===== src/hdl/bzyx_pkg.sv =====
// Shared constants, types and command structs for the cubic Bezier y-for-x sampler.
package bzyx_pkg;

   // Coordinate format: signed Q7.16.
   localparam int COORD_FRAC_BITS = 16;
   localparam int COORD_W         = COORD_FRAC_BITS + 8;

   // Curve parameter t: unsigned Q0.16; u = 1 - t needs one more bit.
   localparam int T_W = 16;
   localparam int U_W = T_W + 1;

   // Internal arithmetic widths.
   localparam int SQ_W     = 2 * U_W;           // u*u, u*t, t*t
   localparam int CUBE_W   = 3 * U_W;           // raw cubic weights
   localparam int TRIPLE_W = CUBE_W + 2;        // 3 * raw weight
   localparam int WR_W     = 2 * T_W + 1;       // rounded Q0.32 weight, up to 1.0
   localparam int PROD_W   = WR_W + 1 + COORD_W; // weight times coordinate
   localparam int ACC_W    = PROD_W + 2;        // sum of four products
   localparam int RND_W    = ACC_W - 2 * T_W;   // sum after the Q0.32 shift

   // Pipeline registers from a new t to the registered evaluation result.
   localparam int PIPE_DEPTH = 5;

   // Default number of bisection steps.
   localparam int BISECT_STEPS_DEF = 16;

   // Register file and bus.
   localparam int NUM_REGS   = 8;
   localparam int CSR_ADDR_W = $clog2(NUM_REGS) + 2;
   localparam int CSR_DATA_W = 32;

   localparam logic [COORD_W-1:0] COORD_ONE = COORD_W'(1) << COORD_FRAC_BITS;
   localparam logic [U_W-1:0]     T_ONE     = U_W'(1) << T_W;
   localparam logic [T_W-1:0]     T_HALF    = T_W'(1) << (T_W - 1);

   typedef enum logic [2:0] {
      REG_START_X,
      REG_START_Y,
      REG_CTRL1_X,
      REG_CTRL1_Y,
      REG_CTRL2_X,
      REG_CTRL2_Y,
      REG_END_X,
      REG_END_Y
   } reg_index_type;

   typedef logic signed [COORD_W-1:0] coord_type;
   typedef coord_type [3:0]           coord_quad_type;

   typedef enum logic [2:0] {
      S_IDLE,
      S_FILL,
      S_DECIDE,
      S_YFILL,
      S_DONE
   } ctrl_state_type;

   // Commands from the controller to the datapath.
   typedef struct packed {
      logic load;    // capture the request and start the search
      logic decide;  // compare x(mid) with the target
      logic last;    // final decision: hold t and switch to y
      logic emit;    // move the result into the output register
   } dp_cmd_type;

   // Status from the datapath to the controller.
   typedef struct packed {
      logic out_free;  // output register can take a result this cycle
   } dp_status_type;

endpackage


===== src/hdl/bzyx_regs.sv =====
// Configuration register file holding the four control points.
module bzyx_regs (
   input  logic                            clock,
   input  logic                            reset,
   input  logic                            psel,
   input  logic                            penable,
   input  logic                            pwrite,
   input  logic [bzyx_pkg::CSR_ADDR_W-1:0] paddr,
   input  logic [bzyx_pkg::CSR_DATA_W-1:0] pwdata,
   output logic [bzyx_pkg::CSR_DATA_W-1:0] prdata,
   output logic                            pready,
   output bzyx_pkg::coord_quad_type        x_pts,
   output bzyx_pkg::coord_quad_type        y_pts
);
   import bzyx_pkg::*;

   logic [COORD_W-1:0]          cfg_ff [NUM_REGS];
   logic [$clog2(NUM_REGS)-1:0] reg_idx;
   logic                        wr_en;

   assign reg_idx = paddr[CSR_ADDR_W-1:2];
   assign wr_en   = psel && penable && pwrite;
   assign pready  = 1'b1;

   // Register writes; reset restores the default curve.
   always_ff @(posedge clock) begin
      if (reset) begin
         for (int i = 0; i < NUM_REGS; i++) begin
            cfg_ff[i] <= (i >= int'(REG_CTRL2_X)) ? COORD_ONE : '0;
         end
      end else if (wr_en) begin
         cfg_ff[reg_idx] <= pwdata[COORD_W-1:0];
      end
   end

   // Read back, zero extended to the bus width.
   assign prdata = CSR_DATA_W'(cfg_ff[reg_idx]);

   // Points in Bernstein order: start, first control, second control, end.
   assign x_pts = {cfg_ff[REG_END_X], cfg_ff[REG_CTRL2_X],
                   cfg_ff[REG_CTRL1_X], cfg_ff[REG_START_X]};
   assign y_pts = {cfg_ff[REG_END_Y], cfg_ff[REG_CTRL2_Y],
                   cfg_ff[REG_CTRL1_Y], cfg_ff[REG_START_Y]};

endmodule


===== config.mk =====
export PLATFORM = sky130hd
export DESIGN_NAME = bzyx_regs
export DESIGN_NICKNAME = d
export VERILOG_FILES = /design/src/hdl/bzyx_pkg.sv /design/src/hdl/bzyx_regs.sv
export SDC_FILE = /design/constraint.sdc
export NUM_CORES = 1
export LEC_CHECK = 0
export BUFFER_PORTS_ARGS = -buffer_cell sky130_fd_sc_hd__buf_2
export CORE_MARGIN = 1.5
export CORE_UTILIZATION = 30
export DETAILED_ROUTE_END_ITERATION = 6
export GPL_ROUTABILITY_DRIVEN = 0
export GPL_TIMING_DRIVEN = 0
export PLACE_DENSITY = 0.6
export SETUP_SLACK_MARGIN = 0.3
export SLEW_MARGIN = 25
export SYNTH_ARGS = -nofsm -noshare
export SYNTH_HDL_FRONTEND = slang
export SYNTH_SLANG_ARGS = --single-unit
export TNS_END_PERCENT = 20

===== constraint.sdc =====
create_clock -name clock -period 3.4 [get_ports clock]
set_input_delay 0.51 -clock clock [delete_from_list [all_inputs] [get_ports clock]]
set_output_delay 0.51 -clock clock [all_outputs]
set_load 0.02 [all_outputs]

**Word level (Yosys, flattened, before mapping)**

Memories as Yosys holds them, arrays and structs flattened.
Cells that the tools add are included.

- Mux-type cells: 8
- Reduce and logical (&&, ||, !) cells: 3

Operator list:

| operator | count |
|---|---|
| 24-bit two-way mux | 1 |
| 24-bit OR reduction | 1 |
| 1-bit two-way mux | 6 |
| 3-bit two-way mux | 1 |
| 1-bit logical AND | 2 |

- Bits in registers: 0
- Bits in writable memories: 192
- Bits of input ports: 42
- Output and inout port bits: 225
- Logic and storage cells: 12
- Memories: 1

Memory list:

| memory | depth | bits a word | rd ports | clocked after memory_dff | write ports | line | RTL |
|---|---|---|---|---|---|---|---|
| cfg_ff | 8 | 24 | 9 | 0 | 8 | bzyx_regs.sv:17 | `logic [COORD_W-1:0] cfg_ff [NUM_REGS];` |

**Depth between registers and ports, before layout**

- Depth in word-level cells: 7
- Mapped depth: 6
- Gate-level depth less buffers: 3

**Least setup slack after synthesis**

OpenSTA, ideal clock, no wires.

- Path kind: in2out
- Start: input port paddr[4] (netlist bit)
- End: output port prdata[20] (netlist bit)
- Data arrival time: 1.741 ns
- Required time: 2.890 ns
- Path slack: 1.149 ns
- Stages: 5
- Path buffers: 3
- Cell sequence: buf_4 buf_2 buf_2 mux4_2 mux2_2

- Cells in the longest elaborated chain, start to end: 1

Ends and longest elaborated chain:

| element | line | RTL |
|---|---|---|
| from (decl) | bzyx_regs.sv:8 | `input logic [bzyx_pkg::CSR_ADDR_W-1:0] paddr,` |
| memory 8 x 24 bit | - |  |
| to (decl) | bzyx_regs.sv:10 | `output logic [bzyx_pkg::CSR_DATA_W-1:0] prdata,` |

Every way passes these cells.

**Worst setup path in the final report**

- Start: input port paddr[4] (netlist bit)
- End: output port prdata[13] (netlist bit)

Same word-level chain as after synthesis.

==> summary.txt <==
Pwr
  – NetSw: around 1600 µW
  – PwrDens: just under 500 nW/µm²
  – Clock network fraction of total power: around 36%
  – Net Sw Frac: 28.3%
  – Pint: around 4000 µW
  – Leakage: about 0.0044 µW
  – Sequential share of power: between 50% and 60%
  – Combinational share of power: between 10% and 20%
  – Maximum VDD drop: between 0.2 and 0.25 mV

Final layout
  – Largest register FFs: ~190
  – Area grow syn2layout: 26.0%
  – Proportion of layout cells with a drive suffix above 1: approximately 49%
  – Largest registers: cfg_ff x192
  – Antenna cells: 0
  – Final nets: approximately 860
  – Reg with most FFs: cfg_ff
  – Number of filler cells placed in the layout: 2783
  – Fin cells: 1211

Worst setup path
  – Endpoint type of the worst setup path: output pin
  – Crit path kind: in2out
  – CP max FO: 10
  – Worst path required time: ~2.9 ns
  – Crit start category: input pin
  – CP arrival: 2.39 ns

Die
  – Std-Cell Rows: slightly above 60
  – Initial core utilization: a little under a third
  – Die area: 30600 µm²
  – Core area: a little under 30000 µm²
  – Die width: roughly 170 µm
  – Die height: around 170 µm
  – # IOs: approximately 270

Synth
  – Post-synthesis xor/xnor area fraction: 0%
  – Top-area cell type share of the netlist area: between 60% and 70%
  – Post-Syn Area per Cell: between 15 and 20 µm²
  – Mux cell area share after synthesis: 13.8%
  – Area leader, netlist: edfxtp_1
  – Combinational family with the most area after synthesis: simple AND/OR/NAND/NOR gates
  – Mapped cell area: 8870 µm²
  – Main flop type after synthesis: edfxtp_1
  – Top-count cell post-synth: edfxtp_1
  – Synth Area in Simple Gates: around 18%
  – Post-synth EDFFs: roughly 190
  – Top cells by area, synth: edfxtp_1 (65%), and2_1 (13%), mux4_2 (12%)
  – Distinct cell type count after synthesis: 26
  – Seq/Total Area, Yosys: between 60% and 70%
  – Post-synthesis adder-cell area fraction: 0%
  – FF+latch count, synth: 192
  – List of most frequent post-synthesis cells: edfxtp_1 (192), and2_1 (180), mux4_2 (47), nand2_1 (29)
  – Post-synthesis compound-gate area fraction: less than 1%
  – Syn Inst Count: around 540
  – Yosys Warn Count: 0
  – FFs w/ async S/R, synth: 0%

Global routing
  – Total grt overflow: 0
  – Largest net degree at the start of global routing: 25
  – GRT Overall Usage: between 10% and 20%
  – Antenna violations before repair: 0
  – Vias in the first global route: 5793
  – Wire length of the first global-routing pass: approximately 41 mm

Timing
  – Slew Viols, Final: 0
  – Least-Margin Pin Slew: 0.981 ns
  – Rel. slew slack: 34.6%
  – Crit path time final: 2.90 ns
  – Achievable frequency: approximately 340 MHz
  – Setup TNS: 0 ns
  – Final Hold Fails: 0
  – Final setup violation count: 0
  – Final Cycle Share: between 80% and 90%
  – RSZ-0062 raised after global routing: no

Min path
  – Worst Hold End: cfg_ff[0][20]$_SDFFCE_PN0P_
  – Hold Crit Depth: 2
  – Hold path start: pwdata[20]
  – Hold WC Path Type: in2reg

Clock tree
  – Setup Buffers After CTS: 0
  – CTS buffer count: 17
  – Reg clk slew, reported paths: around 0.07 ns
  – Clock sink total: between 150 and 200
  – CTS HTree Levels: 4
  – Hold Buf Count CTS: 0
  – Post_cts resized: 0
  – Root Driver: clkbuf_16
  – Maximum clock path buffer count: 2
  – TritonCTS clock tree: done

Drt
  – Final antenna-violating net count: 0
  – Routed WL: just under 30 mm
  – Via density: between 4 and 5
  – DRC: 0
  – Drt first pass iters: 5
  – DR WL/cell: between 20 and 25 µm
  – Iteration-0 DRC count of the detailed router: ~420
  – Via count: approximately 5.7k

Run
  – MaxCap Viol Count: 0

Placement
  – Post-DP HPWL: a little under 20 mm
  – Port bufs: 245
  – Dpl cells: approximately 1.2k

Run status
  – Status: complete, no violations
-- cells in the final DEF (no fill, tap or decap), drive strengths merged --
cell type,netlist,routed
clkinvlp,0,1
mux2i,1,1
nor3,4,4
clkbuf,12,29
and2,188,188
nand4b,1,1
inv,2,11
conb,2,9
mux2,14,14
nand2,29,29
nor4b,2,2
a21oi,1,1
nor2,1,1
buf,29,274
a31o,1,1
or2,8,8
edfxtp,192,192
o32a,1,1
nand3b,1,1
mux4,47,47
nor4,2,2
clkinv,0,5
nand2b,5,5
-- worst max-delay path by stage --
stage,endpoint,from,cells after the start
after floorplan,prdata[20],paddr[4],5
after global placement,prdata[13],paddr[4],5
after detailed placement,prdata[13],paddr[4],5
after CTS,prdata[13],paddr[4],5
after global routing,prdata[13],paddr[4],5
final,prdata[13],paddr[4],5
-- cell type report --
type                            instances  area, µm²  area share, %
Multi-Input combinational cell        315       2850           25.5
Sequential cell                       192       5770           51.6
Timing Repair Buffer                  245       1230           11.0
Clock buffer                           17        425           3.81
Clock inverter                         15        145           1.30
Buffer                                 41        269           2.41
Inverter                                2       7.51         0.0672
Tap cell                              384        480           4.30
-- worst max-delay path, cell delays in order --
cell and delay (ns):
buf_4 0.21, buf_1 0.76, mux4_2 0.46, mux2_2 0.28, buf_2 0.16
-- kinds of logic after synthesis --
group / after synthesis
compound gates: 3
buf+inv: 43
flops: 192
mux: 62
other cells: 2
simple gates: 241
-- metrics by stage --
stage / total power (µW) / util [%] / hold slack [ns] / setup WS (ns) / instance area, µm²
6_report: 5550 / 38.7 / 0.450 / 0.496 / 11200
5_1_grt: 5740 / 38.7 / 0.436 / 0.430 / 11200
4_1_cts: 5590 / 38.7 / 0.429 / 0.446 / 11200
3_5_place_dp: 3640 / 36.7 / 0.883 / 0.447 / 10600
3_3_place_gp: 3630 / 36.7 / 0.874 / 0.454 / 10600
2_1_floorplan: 3310 / - / 0.688 / 1.15 / 8890
-- metal layers --
| metal | global-route usage, % | wire length, µm | part of all wire [%] |
|---|---|---|---|
| met1 | 27.4 | 13200 | 45 |
| met2 | 31.4 | 14100 | 48 |
| met3 | 2.81 | 1550 | 5.3 |
| met4 | 4.52 | 329 | 1.1 |
| met5 | 0 | 0 | 0 |
-- power groups by stage --
stage          registers, µW  logic [µW]  clock network (µW)
2_1_floorplan           3010         299                   0
3_3_place_gp            2860         772                   0
3_5_place_dp            2860         776                   0
4_1_cts                 2810         778                2010
5_1_grt                 2820         810                2110
6_report                2810         767                1970
Power figures use the tool's default switching activity.
