**config.mk**
```make
export PLATFORM = sky130hd
export DESIGN_NAME = bzyx_ctrl
export DESIGN_NICKNAME = d
export VERILOG_FILES = /design/src/hdl/bzyx_pkg.sv /design/src/hdl/bzyx_ctrl.sv
export SDC_FILE = /design/constraint.sdc
export NUM_CORES = 1
export LEC_CHECK = 0
export ABC_AREA = 1
export BUFFER_PORTS_ARGS = -buffer_cell sky130_fd_sc_hd__buf_2
export CORE_AREA = 2 2 39 41
export DETAILED_ROUTE_END_ITERATION = 6
export DIE_AREA = 0 0 41 43
export PLACE_DENSITY = 0.68
export SLEW_MARGIN = 20
export SYNTH_ARGS = -nofsm -noshare
export SYNTH_HDL_FRONTEND = slang
export SYNTH_SLANG_ARGS = --single-unit
```
**constraint.sdc**
```tcl
create_clock -name clock -period 1.6 [get_ports clock]
set_input_delay 0.16 -clock clock [delete_from_list [all_inputs] [get_ports clock]]
set_output_delay 0.16 -clock clock [all_outputs]
set_load 0.02 [all_outputs]
```
**src/hdl/bzyx_pkg.sv**
```systemverilog
// Shared constants, types and command structs for the cubic Bezier y-for-x sampler.
package bzyx_pkg;

   // Coordinate format: signed Q7.16.
   localparam int COORD_FRAC_BITS = 16;
   localparam int COORD_W         = COORD_FRAC_BITS + 8;

   // Curve parameter t: unsigned Q0.16; u = 1 - t needs one more bit.
   localparam int T_W = 16;
   localparam int U_W = T_W + 1;

   // Internal arithmetic widths.
   localparam int SQ_W     = 2 * U_W;           // u*u, u*t, t*t
   localparam int CUBE_W   = 3 * U_W;           // raw cubic weights
   localparam int TRIPLE_W = CUBE_W + 2;        // 3 * raw weight
   localparam int WR_W     = 2 * T_W + 1;       // rounded Q0.32 weight, up to 1.0
   localparam int PROD_W   = WR_W + 1 + COORD_W; // weight times coordinate
   localparam int ACC_W    = PROD_W + 2;        // sum of four products
   localparam int RND_W    = ACC_W - 2 * T_W;   // sum after the Q0.32 shift

   // Pipeline registers from a new t to the registered evaluation result.
   localparam int PIPE_DEPTH = 5;

   // Default number of bisection steps.
   localparam int BISECT_STEPS_DEF = 16;

   // Register file and bus.
   localparam int NUM_REGS   = 8;
   localparam int CSR_ADDR_W = $clog2(NUM_REGS) + 2;
   localparam int CSR_DATA_W = 32;

   localparam logic [COORD_W-1:0] COORD_ONE = COORD_W'(1) << COORD_FRAC_BITS;
   localparam logic [U_W-1:0]     T_ONE     = U_W'(1) << T_W;
   localparam logic [T_W-1:0]     T_HALF    = T_W'(1) << (T_W - 1);

   typedef enum logic [2:0] {
      REG_START_X,
      REG_START_Y,
      REG_CTRL1_X,
      REG_CTRL1_Y,
      REG_CTRL2_X,
      REG_CTRL2_Y,
      REG_END_X,
      REG_END_Y
   } reg_index_type;

   typedef logic signed [COORD_W-1:0] coord_type;
   typedef coord_type [3:0]           coord_quad_type;

   typedef enum logic [2:0] {
      S_IDLE,
      S_FILL,
      S_DECIDE,
      S_YFILL,
      S_DONE
   } ctrl_state_type;

   // Commands from the controller to the datapath.
   typedef struct packed {
      logic load;    // capture the request and start the search
      logic decide;  // compare x(mid) with the target
      logic last;    // final decision: hold t and switch to y
      logic emit;    // move the result into the output register
   } dp_cmd_type;

   // Status from the datapath to the controller.
   typedef struct packed {
      logic out_free;  // output register can take a result this cycle
   } dp_status_type;

endpackage

```
**src/hdl/bzyx_ctrl.sv**
```systemverilog
// Sequencer for the bisection steps, the final y evaluation and the response.
module bzyx_ctrl #(
   parameter int BISECT_STEPS = bzyx_pkg::BISECT_STEPS_DEF
) (
   input  logic                    clock,
   input  logic                    reset,
   input  logic                    req_valid,
   output logic                    req_stall,
   input  bzyx_pkg::dp_status_type status,
   output bzyx_pkg::dp_cmd_type    cmd
);
   import bzyx_pkg::*;

   localparam int ITER_W  = $clog2(BISECT_STEPS);
   localparam int STAGE_W = $clog2(PIPE_DEPTH + 1);

   ctrl_state_type     state_ff, state_in;
   logic [ITER_W-1:0]  iter_ff, iter_in;
   logic [STAGE_W-1:0] stage_ff, stage_in;

   // State registers.
   always_ff @(posedge clock) begin
      if (reset) begin
         state_ff <= S_IDLE;
         iter_ff  <= '0;
         stage_ff <= '0;
      end else begin
         state_ff <= state_in;
         iter_ff  <= iter_in;
         stage_ff <= stage_in;
      end
   end

   // Next state and datapath commands.
   always_comb begin
      state_in  = state_ff;
      iter_in   = iter_ff;
      stage_in  = stage_ff;
      cmd       = '0;
      req_stall = 1'b1;
      case (state_ff)
         S_IDLE: begin
            req_stall = 1'b0;
            if (req_valid) begin
               cmd.load = 1'b1;
               iter_in  = '0;
               stage_in = '0;
               state_in = S_FILL;
            end
         end
         S_FILL: begin
            stage_in = stage_ff + 1'b1;
            if (stage_ff == STAGE_W'(PIPE_DEPTH - 1)) begin
               state_in = S_DECIDE;
            end
         end
         S_DECIDE: begin
            cmd.decide = 1'b1;
            stage_in   = '0;
            if (iter_ff == ITER_W'(BISECT_STEPS - 1)) begin
               cmd.last = 1'b1;
               state_in = S_YFILL;
            end else begin
               iter_in  = iter_ff + 1'b1;
               state_in = S_FILL;
            end
         end
         S_YFILL: begin
            stage_in = stage_ff + 1'b1;
            if (stage_ff == STAGE_W'(PIPE_DEPTH - 1)) begin
               state_in = S_DONE;
            end
         end
         S_DONE: begin
            if (status.out_free) begin
               cmd.emit = 1'b1;
               state_in = S_IDLE;
            end
         end
         default: begin
            state_in = S_IDLE;
         end
      endcase
   end

endmodule

```
Yosys cells after proc, flatten, opt, wreduce, memory -nomap -nowiden. Index checks and enable logic that the tools add are counted.

$add $sub $neg: 2. Multiplexer cells: 18. Equal/unequal tests: 11. Reductions and logical operators: 7.

Operator list (number): two-way mux 3 bit (5); case mux 3 bit (5 select lines) (1); inequality test 2 bit (second input constant) (5); case mux 3 bit (3 select lines) (1); two-way mux 4 bit (2); case mux 4 bit (2 select lines) (1); == test 3 x 2 -> 1 bit (second input constant) (2); == test 3 bit (second input constant) (2); two-way mux 1 bit (6); adder 4 x 1 -> 4 bit (second input constant) (1); == test 4 bit (second input constant) (1); two-way mux 2 bit (2); AND reduction 4 bit (1); adder 3 x 1 -> 3 bit (second input constant) (1); == test 3 x 1 -> 1 bit (second input constant) (1); logical NOT 3 bit (1); AND reduction 3 bit (1); nonzero test 3 bit (1); AND reduction 2 bit (1); nonzero test 2 bit (1); OR reduction 2 bit (1).

Logic and storage cells: 41. Input port bits: 4. Output and inout bits: 5. Register bits after elaboration: 10.

Longest topological paths before layout. Gate-level depths: netlist of run 1.

Depth after elaboration: 4. Mapped depth: 8. Mapped depth without buffers: 8.

Worst setup path after synthesis of run 1. OpenSTA, ideal clock, no wires.

Path type: register -> output. From: reg state_ff[2]. To: out cmd[0] in the netlist's numbering. Path slack: 232 ps. Path buffers: 0. Cell stages (with the launch flop): 3. Arrival time: 1208 ps. Required time: 1440 ps. Path through: dfxtp_1 inv_2 nor4_1.

RTL lines: start: declaration (RTL line bzyx_ctrl.sv:17) `ctrl_state_type state_ff, state_in;`; start signal: assignment (RTL line bzyx_ctrl.sv:28) `state_ff <= state_in;`; end: declaration (RTL line bzyx_ctrl.sv:10) `output bzyx_pkg::dp_cmd_type cmd`.

==> qor.txt, run 1 <==
Outcome: completed
CP Capture Type: output port
DRT antenna net count: 0
Final Hold Vio Count: 0
Die area: 1760 sq um
Power Density: 1830 nW/um^2
Layout cells sized above 1: 0.284
Part of the Yosys area used for sequential elements: 0.317
Number of enable flip-flop cells after synthesis: 0
Drt first-iter violations: 11
Final Net Count: 110
Syn Nets: 97
Vias: 579
Commonest cells after routing, fill and taps aside: 18 x nand2_1, 13 x inv_1, 13 x nor2_1
Nature of the critical path startpoint: flip-flop
DPL Wire Length: 995 microns
Synth top area share: 0.317
Final setup viols: 0
Syn Area/Cell: 7.02 sq um
Wire per inst: 10.5 microns
CTS buffer count: 3
Max-cap violations: 0
Library cells used by synthesis: 19
Mapped cell area: 632 sq um
H-tree depth: 1
TritonCTS clock tree: yes
R2R Path Start: state_ff[0]
Max stage delay cell, worst path: dfxtp_1
Worst-path maximum fanout: 7
FP Rows: 14
Crit path time final: 1.50 ns
Vias in the first global route: 535
Worst-path clk slew: 0.07 ns
WL final: 1.24 mm
Layout fillers: 139
Clock skew: 0.00110 ns
Crit. Startpoint: state_ff[2]
Period utilization: 0.938
CTS Sinks: 10
Clk_lat worst skew: 0.27 ns
Largest stage delay, worst path: 0.37 ns
Placer's final routability congestion estimate: 0.723
Via density per instance: 4.91
Slew headroom: 0.809
Die width: 41 microns
GRT Total Usage: 0.182
CORE AREA: 1380 sq um
Mapped Cells: 90
Fraction of registers with async set/reset: 0
Chip height: 43 microns
First-pass GRT wire length: 2.10 mm
Port bufs: 8
Drc violations: 0
Initial Utilization: 0.457
Leak: 0.379 nW
Cell Chain, Critical Path: inv_2, nand2_2, nor2_4, nand2_4, inv_1, buf_2
Initial antenna violation count: 0
Post-synthesis register bit count: 10
Max-slew violation count: 0
Tightest Hold Check Type: input pin to flip-flop
Setup TNS: 0 ns
Tot Pwr: 1.34 mW
Critical path class: flip-flop to output port
Hold path startpoint: reset
Primary FF master, synth: dfxtp_1
Largest net degree at the start of global routing: 8
Postcts setup bufs: 0
CTS Hold Buffers Added: 0
Most area-consuming cells after synthesis: dfxtp_1 32%, nand2_1 11%, nor2_1 8.3%, inv_1 7.7%, ha_1 5.9%
VDD IR max: 0.000800 V
Root buf cell: clkbuf_4
Synth area leader: dfxtp_1
Required time of the critical path: 1.44 ns
FMAX: 666 MHz
Commonest non-fill, non-tap cell in the layout: nand2_1
Crit path DAT: 1.34 ns
CTS max path bufs: 2
Worst Tran Pin Value: 0.287 ns
First-pass DRT Iterations: 4
Syn-to-layout area delta: 15.8%
# diodes: 0
RSZ-0062 raised after global routing: false
Yosys warning total: 0
Worst reg-to-reg setup slack: 0.39 ns
IO Pins: 9
Overflow after GRT: 0
[Yosys cell counts, types with 2 or more instances]
cell type and count:
nand2_1 18, nand3_1 5, nor2_1 14, ha_1 3, inv_2 2, o21ai_0 3, dfxtp_1 10, nor2_4 3
nor3_1 2, a21oi_1 5, inv_1 13, nand2_2 4, nand3_4 2
[power by group]
group	internal [mW]	switching [mW]	total, mW
logic	0.246	0.440	0.686
registers	0.322	0.0902	0.412
clock network	0.138	0.102	0.240
[worst paths after layout]
check,endpoint,cells after the start
hold / removal,iter_ff[2],2
setup reg to reg,state_ff[1],7
setup / recovery,cmd[1],6
hold reg to reg,stage_ff[0],1
[layout make-up]
class / count / area, sq um / share of cell area
Multi-Input combinational cell: 65 / 378 / 0.516
Timing Repair Buffer: 8 / 40.0 / 0.0547
Inverter: 15 / 56.3 / 0.0769
Sequential cell: 10 / 201 / 0.275
Clock buffer: 4 / 36.3 / 0.0496
Tap cell: 16 / 20.0 / 0.0274
[sequential cells by signal (all words and copies together) (netlist names)]
signal,flops
stage_ff,3
state_ff,3
iter_ff,4
[through the flow]
step | instance area (sq um) | util | hold WS (ns) | worst slack [ns] | std cells
floorplan | 632 | - | 0.222 | 0.232 | 90
global placement | 692 | 0.500 | 0.377 | 0.401 | 114
detailed placement | 692 | 0.500 | 0.379 | 0.370 | 114
CTS | 728 | 0.526 | 0.0931 | 0.0723 | 118
global route | 732 | 0.529 | 0.104 | 0.00968 | 118
finish | 732 | 0.529 | 0.0904 | 0.0993 | 118
[worst max-delay path, delay by kind of cell, from the launching register on]
family	cells	cell delay [ns]
buf+inv	3	0.40
flops	1	0.37
simple gates	3	0.30
[per-layer routing]
layer  wire length (microns)  track usage
met5                       0            0
met4                      17        0.120
met3                      43       0.0314
met2                     625        0.297
met1                     554        0.199
[kinds of logic after synthesis]
kind of cell	after synthesis	synth area share
AOI/OAI and AO/OA	9	0.0772
adders and majority gates	3	0.0594
buffers and inverters	15	0.0891
DFF	10	0.317
and+or+nand+nor	53	0.457
[timing repair]
action	CTS	global route
endpoints found under the hold margin	0	0
endpoints found under the setup margin	0	1
gates resized for setup	0	2
Power figures use the tool's default switching activity.
==> run 2, diff against run 1 <==
- ABC_AREA: 1 -> default
- PLACE_DENSITY: 0.68 -> default
==> run 2 against run 1 <==
Cell area fell by 7.0%; highest routed layer unchanged; first-iteration DRC count rose by 9.1%; synthesized cell count fell by 26%; cell count fell by 21%; critical endpoint is now cmd[3]; clock-buffer cell count did not move; hold slack improved by 0.11 ns; clock power fell by 3%; sequential cell count did not move.
==> qor.txt, run 2 <==
Worst-path maximum fanout: 7 (unchanged)
WL final: 1.18 mm (-4.6%)
Synth area leader: dfxtp_1
Required time of the critical path: 1.44 ns (about the same)
Drc violations: 0 (unchanged)
Placer's final routability congestion estimate: 0.847 (+17%)
Crit path time final: 1.54 ns (+0.0363 ns)
CP Capture Type: output port
Synth top area share: 0.343 (+0.0265)
Initial Utilization: 0.421 (-0.0353)
Number of gates resized after CTS: 0 (unchanged)
Max reg flops: 4 (unchanged)
Final Net Count: 85 (-23%)
R2R Path Start: iter_ff[0]
H-tree depth: 1 (unchanged)
# diodes: 0 (unchanged)
Wire per inst: 12.7 microns (+21%)
Most common cell in the netlist: dfxtp_1
Power Density: 850 nW/um^2 (-53%)
WHS Path Cells: 2 (unchanged)
Crit path DAT: 1.38 ns (+0.04 ns)
Fraction of registers with async set/reset: 0 (unchanged)
Worst Hold End: state_ff[1]
First-pass GRT wire length: 1.90 mm (-9.8%)
R2R depth: 4 (-3)
Worst reg-to-reg setup slack: 0.22 ns (-0.17 ns)
Overflow after GRT: 0 (unchanged)
Mapped cell area: 583 sq um (-7.7%)
R2R Path End: iter_ff[3]
Commonest non-fill, non-tap cell in the layout: dfxtp_1
TritonCTS clock tree: yes
Period utilization: 0.961 (+0.0227)
Worst Tran Pin Value: 0.337 ns (+0.0506 ns)
Chip height: 43 microns (unchanged)
Outcome: completed
CTS Hold Buffers Added: 0 (unchanged)
Critical path class: flip-flop to output port
Drt first-iter violations: 12 (+1)
Largest stage delay, worst path: 0.36 ns (about the same)
GRT Total Usage: 0.160 (-0.0219)
Syn Area/Cell: 8.70 sq um (+24%)
Worst-path clk slew: 0.07 ns (about the same)
Tightest Hold Check Type: input pin to flip-flop
DPL Wire Length: 818 microns (-18%)
CTS Sinks: 10 (unchanged)
Post-synthesis register bit count: 10 (unchanged)
Die area: 1760 sq um (unchanged)
CP delay by family, top: simple AND/OR/NAND/NOR gates
Layout cells sized above 1: 0.260 (-0.0246)
Cell Chain, Critical Path: buf_4, or3_1, nor2_1, buf_4
RSZ-0062 raised after global routing: true
Final setup viols: 0 (unchanged)
Port bufs: 8 (unchanged)
Hold path startpoint: reset
Worst hold slack: 0.198 ns (+0.108 ns)
VDD IR max: 0.000406 V (-49%)
Largest net degree at the start of global routing: 15 (+7)
Primary FF master, synth: dfxtp_1
Syn-to-layout area delta: 16.7%
Worst path most repeated cell: buf_4
Commonest cells after routing, fill and taps aside: 8 x dfxtp_1, 7 x buf_2, 5 x nor2_1, 5 x a21oi_1, 5 x nand2_1
Number of enable flip-flop cells after synthesis: 0 (unchanged)
WP buf/inv: 2 (-1)
Clk_lat worst skew: 0.27 ns (about the same)
Max-slew violation count: 0 (unchanged)
Slew headroom: 0.774 (-0.0343)
Max stage delay cell, worst path: dfxtp_2
Root buf cell: clkbuf_4
Mapped Cells: 67 (-26%)
CORE AREA: 1380 sq um (unchanged)
CTS buffer count: 3 (unchanged)
DRT antenna net count: 0 (unchanged)
IO Pins: 9 (unchanged)
Part of the Yosys area used for sequential elements: 0.343 (+0.0265)
Final Hold Vio Count: 0 (unchanged)
Vias in the first global route: 443 (-17%)
FMAX: 651 MHz (-2.4%)
Library cells used by synthesis: 31 (+12)
Leak: 0.265 nW (-30%)
Most frequent cells after synthesis: 10 x dfxtp_1, 5 x a21oi_1, 5 x nand2_1, 5 x nor2_1, 4 x o21ai_0
FP Rows: 14 (unchanged)
Syn Nets: 74 (-24%)
Vias: 530 (-8.5%)
Tot Pwr: 0.579 mW (-57%)
Max-cap violations: 0 (unchanged)
Reg with most FFs: iter_ff
CTS max path bufs: 2 (unchanged)
Nature of the critical path startpoint: flip-flop
Initial antenna violation count: 0 (unchanged)
Yosys warning total: 0 (unchanged)
Biggest registers after layout: iter_ff (4), stage_ff (3), state_ff (3)
First-pass DRT Iterations: 4 (unchanged)
Clock skew: 0.00135 ns (+0.000253 ns)
Postcts setup bufs: 0 (unchanged)
Die width: 41 microns (unchanged)
Most area-consuming cells after synthesis: dfxtp_1 34%, ha_1 6.4%, a21oi_1 4.3%, o21ai_0 3.4%, nand2_1 3.2%
Via density per instance: 5.70 (+16%)
## run 2: logic make-up (layout without fill, tap and decap cells)
| family | Yosys count | in the layout | synth area share |
|---|---|---|---|
| compound gates | 18 | 18 | 0.212 |
| simple gates | 28 | 28 | 0.303 |
| fa+ha+maj | 3 | 3 | 0.0644 |
| buf+inv | 7 | 17 | 0.0622 |
| flops | 10 | 10 | 0.343 |
| xor+xnor | 1 | 1 | 0.0150 |
## run 2: power breakdown
| part | internal [mW] | switching (mW) | leakage [nW] |
|---|---|---|---|
| logic | 0.0327 | 0.0439 | 0.161 |
| clock network | 0.138 | 0.0956 | 0.0210 |
| registers | 0.257 | 0.0114 | 0.0823 |
## run 2: per-layer routing
metal	track usage	vias up	part of all wire	routed length (microns)
li1	-	276	-	-
met1	0.234	245	0.52	619
met2	0.197	7	0.43	508
met3	0.0471	2	0.031	37
met4	0.100	0	0.015	18
met5	0	-	0	0
## run 2: layout make-up
type,count,area (sq um)
fillers,149,703
multi-input cells,50,353
flip-flops and latches,10,203
repair buffers,10,57.6
clock buffers,4,36.3
well taps,16,20.0
inverters,3,11.3
## run 2: worst max path at each step
| stage | startpoint | to | slack, ns | cells past startpoint |
|---|---|---|---|---|
| 2_1_floorplan | state_ff[0] | cmd[3] | 0.15 | 3 |
| 3_3_place_gp | iter_ff[0] | iter_ff[1] | 0.23 | 4 |
| 3_5_place_dp | iter_ff[0] | state_ff[1] | 0.24 | 4 |
| 4_1_cts | state_ff[2] | cmd[1] | 0.02 | 3 |
| 5_1_grt | state_ff[1] | cmd[3] | -0.02 | 4 |
| 6_report | state_ff[1] | cmd[3] | 0.06 | 4 |
## run 2: stage by stage
stage                      util  cells  TNS [ns]  instance area (sq um)  setup WS (ns)
final                     0.492     93         0                    681         0.0630
after detailed placement  0.458     89         0                    633          0.245
after CTS                 0.484     93         0                    669         0.0180
after floorplan               -     67         0                    583          0.146
after global routing      0.492     93   -0.0158                    681        -0.0158
after global placement    0.458     89         0                    633          0.233
==> run 3, diff against run 2 <==
--- a/config.mk
+++ b/config.mk
@@ -6,8 +6,10 @@
 export NUM_CORES = 1
 export LEC_CHECK = 0
+export ABC_AREA = 1
 export BUFFER_PORTS_ARGS = -buffer_cell sky130_fd_sc_hd__buf_2
 export CORE_AREA = 2 2 39 41
 export DETAILED_ROUTE_END_ITERATION = 6
 export DIE_AREA = 0 0 41 43
+export PLACE_DENSITY = 0.68
 export SLEW_MARGIN = 20
 export SYNTH_ARGS = -nofsm -noshare
==> constraint.sdc (replaced) <==
create_clock -name clock -period 1.6 [get_ports clock]
set_input_delay 0.16 -clock clock [delete_from_list [all_inputs] [get_ports clock]]
set_output_delay 0.16 -clock clock [all_outputs]
set_load 0.05 [all_outputs]
==> run 3 against run 2 <==
Fmax grew 0.97%; clock power up 2%; wire length is 2.5% lower; via count up 7.9%; hold slack lost 0.10 ns; sequential share of layout area fell by 2.9 points; clock skew up 0.00083 ns; highest routed layer unchanged; first-iteration DRC count shrank 67%; critical path type unchanged; clock-buffer cell count unchanged; setup slack improved by 0.015 ns.
==> qor.txt, run 3 (synthesis results as in run 1) <==
Dpl cell area: 701 sq um (+11%)
Vias in the first global route: 483 (+9.0%)
Slew headroom: 0.787 (+0.0123)
FP Rows: 14 (unchanged)
RSZ-0062 raised after global routing: false
Largest net degree at the start of global routing: 8 (-7)
Layout cells sized above 1: 0.304 (+0.0442)
Biggest registers after layout: iter_ff (4), stage_ff (3), state_ff (3)
Via density per instance: 4.85 (-15%)
WP buf/inv: 2 (unchanged)
Power Density: 1910 nW/um^2 (+120%)
Crit path DAT: 1.36 ns (-0.02 ns)
Wire per inst: 9.78 microns (-23%)
FMAX: 657 MHz (+0.97%)
Placed insts: 114 (+28%)
Layout fillers: 143 (-4.0%)
Reg with most FFs: iter_ff
Die area: 1760 sq um (unchanged)
CTS buffer count: 3 (unchanged)
Cell Chain, Critical Path: inv_4, nor4_2, buf_2
Final setup viols: 0 (unchanged)
Clk_lat worst skew: 0.27 ns (about the same)
R2R depth: 7 (+3)
Max-slew violation count: 0 (unchanged)
Initial antenna violation count: 0 (unchanged)
TritonCTS clock tree: yes
Period utilization: 0.951 (-0.00919)
Tightest Hold Check Type: input pin to flip-flop
Fin area: 749 sq um (+10%)
R2R Path Start: state_ff[0]
CTS Sinks: 10 (unchanged)
Critical path class: flip-flop to output port
Commonest non-fill, non-tap cell in the layout: nand2_1
Initial Utilization: 0.457 (+0.0353)
Final Hold Vio Count: 0 (unchanged)
Crit. Startpoint: state_ff[2]
CTS max path bufs: 2 (unchanged)
Worst-path maximum fanout: 7 (unchanged)
WHS Path Cells: 2 (unchanged)
WL final: 1.15 mm (-2.5%)
First-pass GRT wire length: 1.96 mm (+3.3%)
Nature of the critical path startpoint: flip-flop
Drt first-iter violations: 4 (-8)
Chip height: 43 microns (unchanged)
Root buf cell: clkbuf_4
Vias: 572 (+7.9%)
CTS Hold Buffers Added: 0 (unchanged)
Placer's final routability congestion estimate: 0.745 (-12%)
Clock skew: 0.00218 ns (+0.000831 ns)
Max stage delay cell, worst path: dfxtp_1
CP delay by family, top: flip-flops
H-tree depth: 1 (unchanged)
Max-cap violations: 0 (unchanged)
Worst reg-to-reg setup slack: 0.37 ns (+0.15 ns)
Syn-to-layout area delta: 18.6%
CORE AREA: 1380 sq um (unchanged)
Die width: 41 microns (unchanged)
CP Capture Type: output port
Outcome: completed
Worst-path clk slew: 0.07 ns (about the same)
VDD IR max: 0.000968 V (+140%)
Crit path time final: 1.52 ns (-0.0147 ns)
Port bufs: 8 (unchanged)
R2R Path End: state_ff[1]
GRT Total Usage: 0.172 (+0.0123)
# diodes: 0 (unchanged)
Required time of the critical path: 1.44 ns (about the same)
Cell Count, Final, Fillers Out: 118 (+27%)
Leak: 0.381 nW (+44%)
First-pass DRT Iterations: 3 (-1)
DRT antenna net count: 0 (unchanged)
Worst Hold End: iter_ff[2]
Final Net Count: 110 (+29%)
Hold path startpoint: reset
Drc violations: 0 (unchanged)
DPL Wire Length: 903 microns (+10%)
Commonest cells after routing, fill and taps aside: 18 x nand2_1, 13 x inv_1, 12 x nor2_1
Largest stage delay, worst path: 0.48 ns (+0.12 ns)
Max reg flops: 4 (unchanged)
IO Pins: 9 (unchanged)
Worst Tran Pin Value: 0.320 ns (-0.0176 ns)
Overflow after GRT: 0 (unchanged)
Setup TNS: 0 ns (unchanged)
==> run 3: changes by cell type in the layout (fill, tap and decap cells not counted), sizes merged, moves of 7 or more <==
cell   before  now
nand2       5   23
inv         3   15
nor2        5   17
nand3       1    8
==> run 3: area by class of cell <==
cell class	count	area [sq um]	share of cell area
clock buffers	4	36.3	0.0484
inverters	15	58.8	0.0785
repair buffers	8	46.3	0.0618
flip-flops and latches	10	201	0.269
well taps	16	20.0	0.0267
multi-input cells	65	387	0.516
==> run 3: repair_timing <==
item	4_1_cts	5_1_grt
cloned	0	0
setup buffers	0	0
endpoints found under the setup margin	1	2
resized for setup	1	4
==> run 3: worst max-delay path by stage <==
stage,slack [ns],to,depth (start not counted)
3_3_place_gp,0.30,cmd[1],6
4_1_cts,0.04,cmd[1],6
2_1_floorplan,-0.01,cmd[0],2
5_1_grt,0.008,cmd[1],6
6_report,0.08,cmd[0],3
3_5_place_dp,0.28,cmd[1],6
==> run 3: layer usage <==
layer / vias to the layer above / part of all wire / track usage
met5: - / 0 / 0
met4: 0 / 0.035 / 0.140
met3: 5 / 0.025 / 0.0471
met2: 7 / 0.45 / 0.244
met1: 253 / 0.49 / 0.204
li1: 307 / - / -
==> run 3: where the power goes <==
part | switching, mW | total (mW) | leakage, nW | internal [mW]
registers | 0.0979 | 0.420 | 0.0822 | 0.322
logic | 0.525 | 0.774 | 0.278 | 0.249
clock network | 0.100 | 0.239 | 0.0210 | 0.138
==> run 3: worst reg2reg max path: cells and delay by family, from the launching register on <==
family / cells / cell delay, ns
DFF: 1 / 0.51
buffers and inverters: 1 / 0.12
and+or+nand+nor: 6 / 0.50
==> run 3: through the flow <==
stage,hold slack [ns],setup WS (ns),utilization,power [mW]
4_1_cts,0.0904,0.0376,0.534,1.44
3_5_place_dp,0.380,0.280,0.506,1.20
5_1_grt,0.0906,0.00791,0.542,1.55
3_3_place_gp,0.389,0.296,0.506,1.18
2_1_floorplan,0.222,-0.0130,-,1.06
6_report,0.0935,0.0777,0.542,1.43
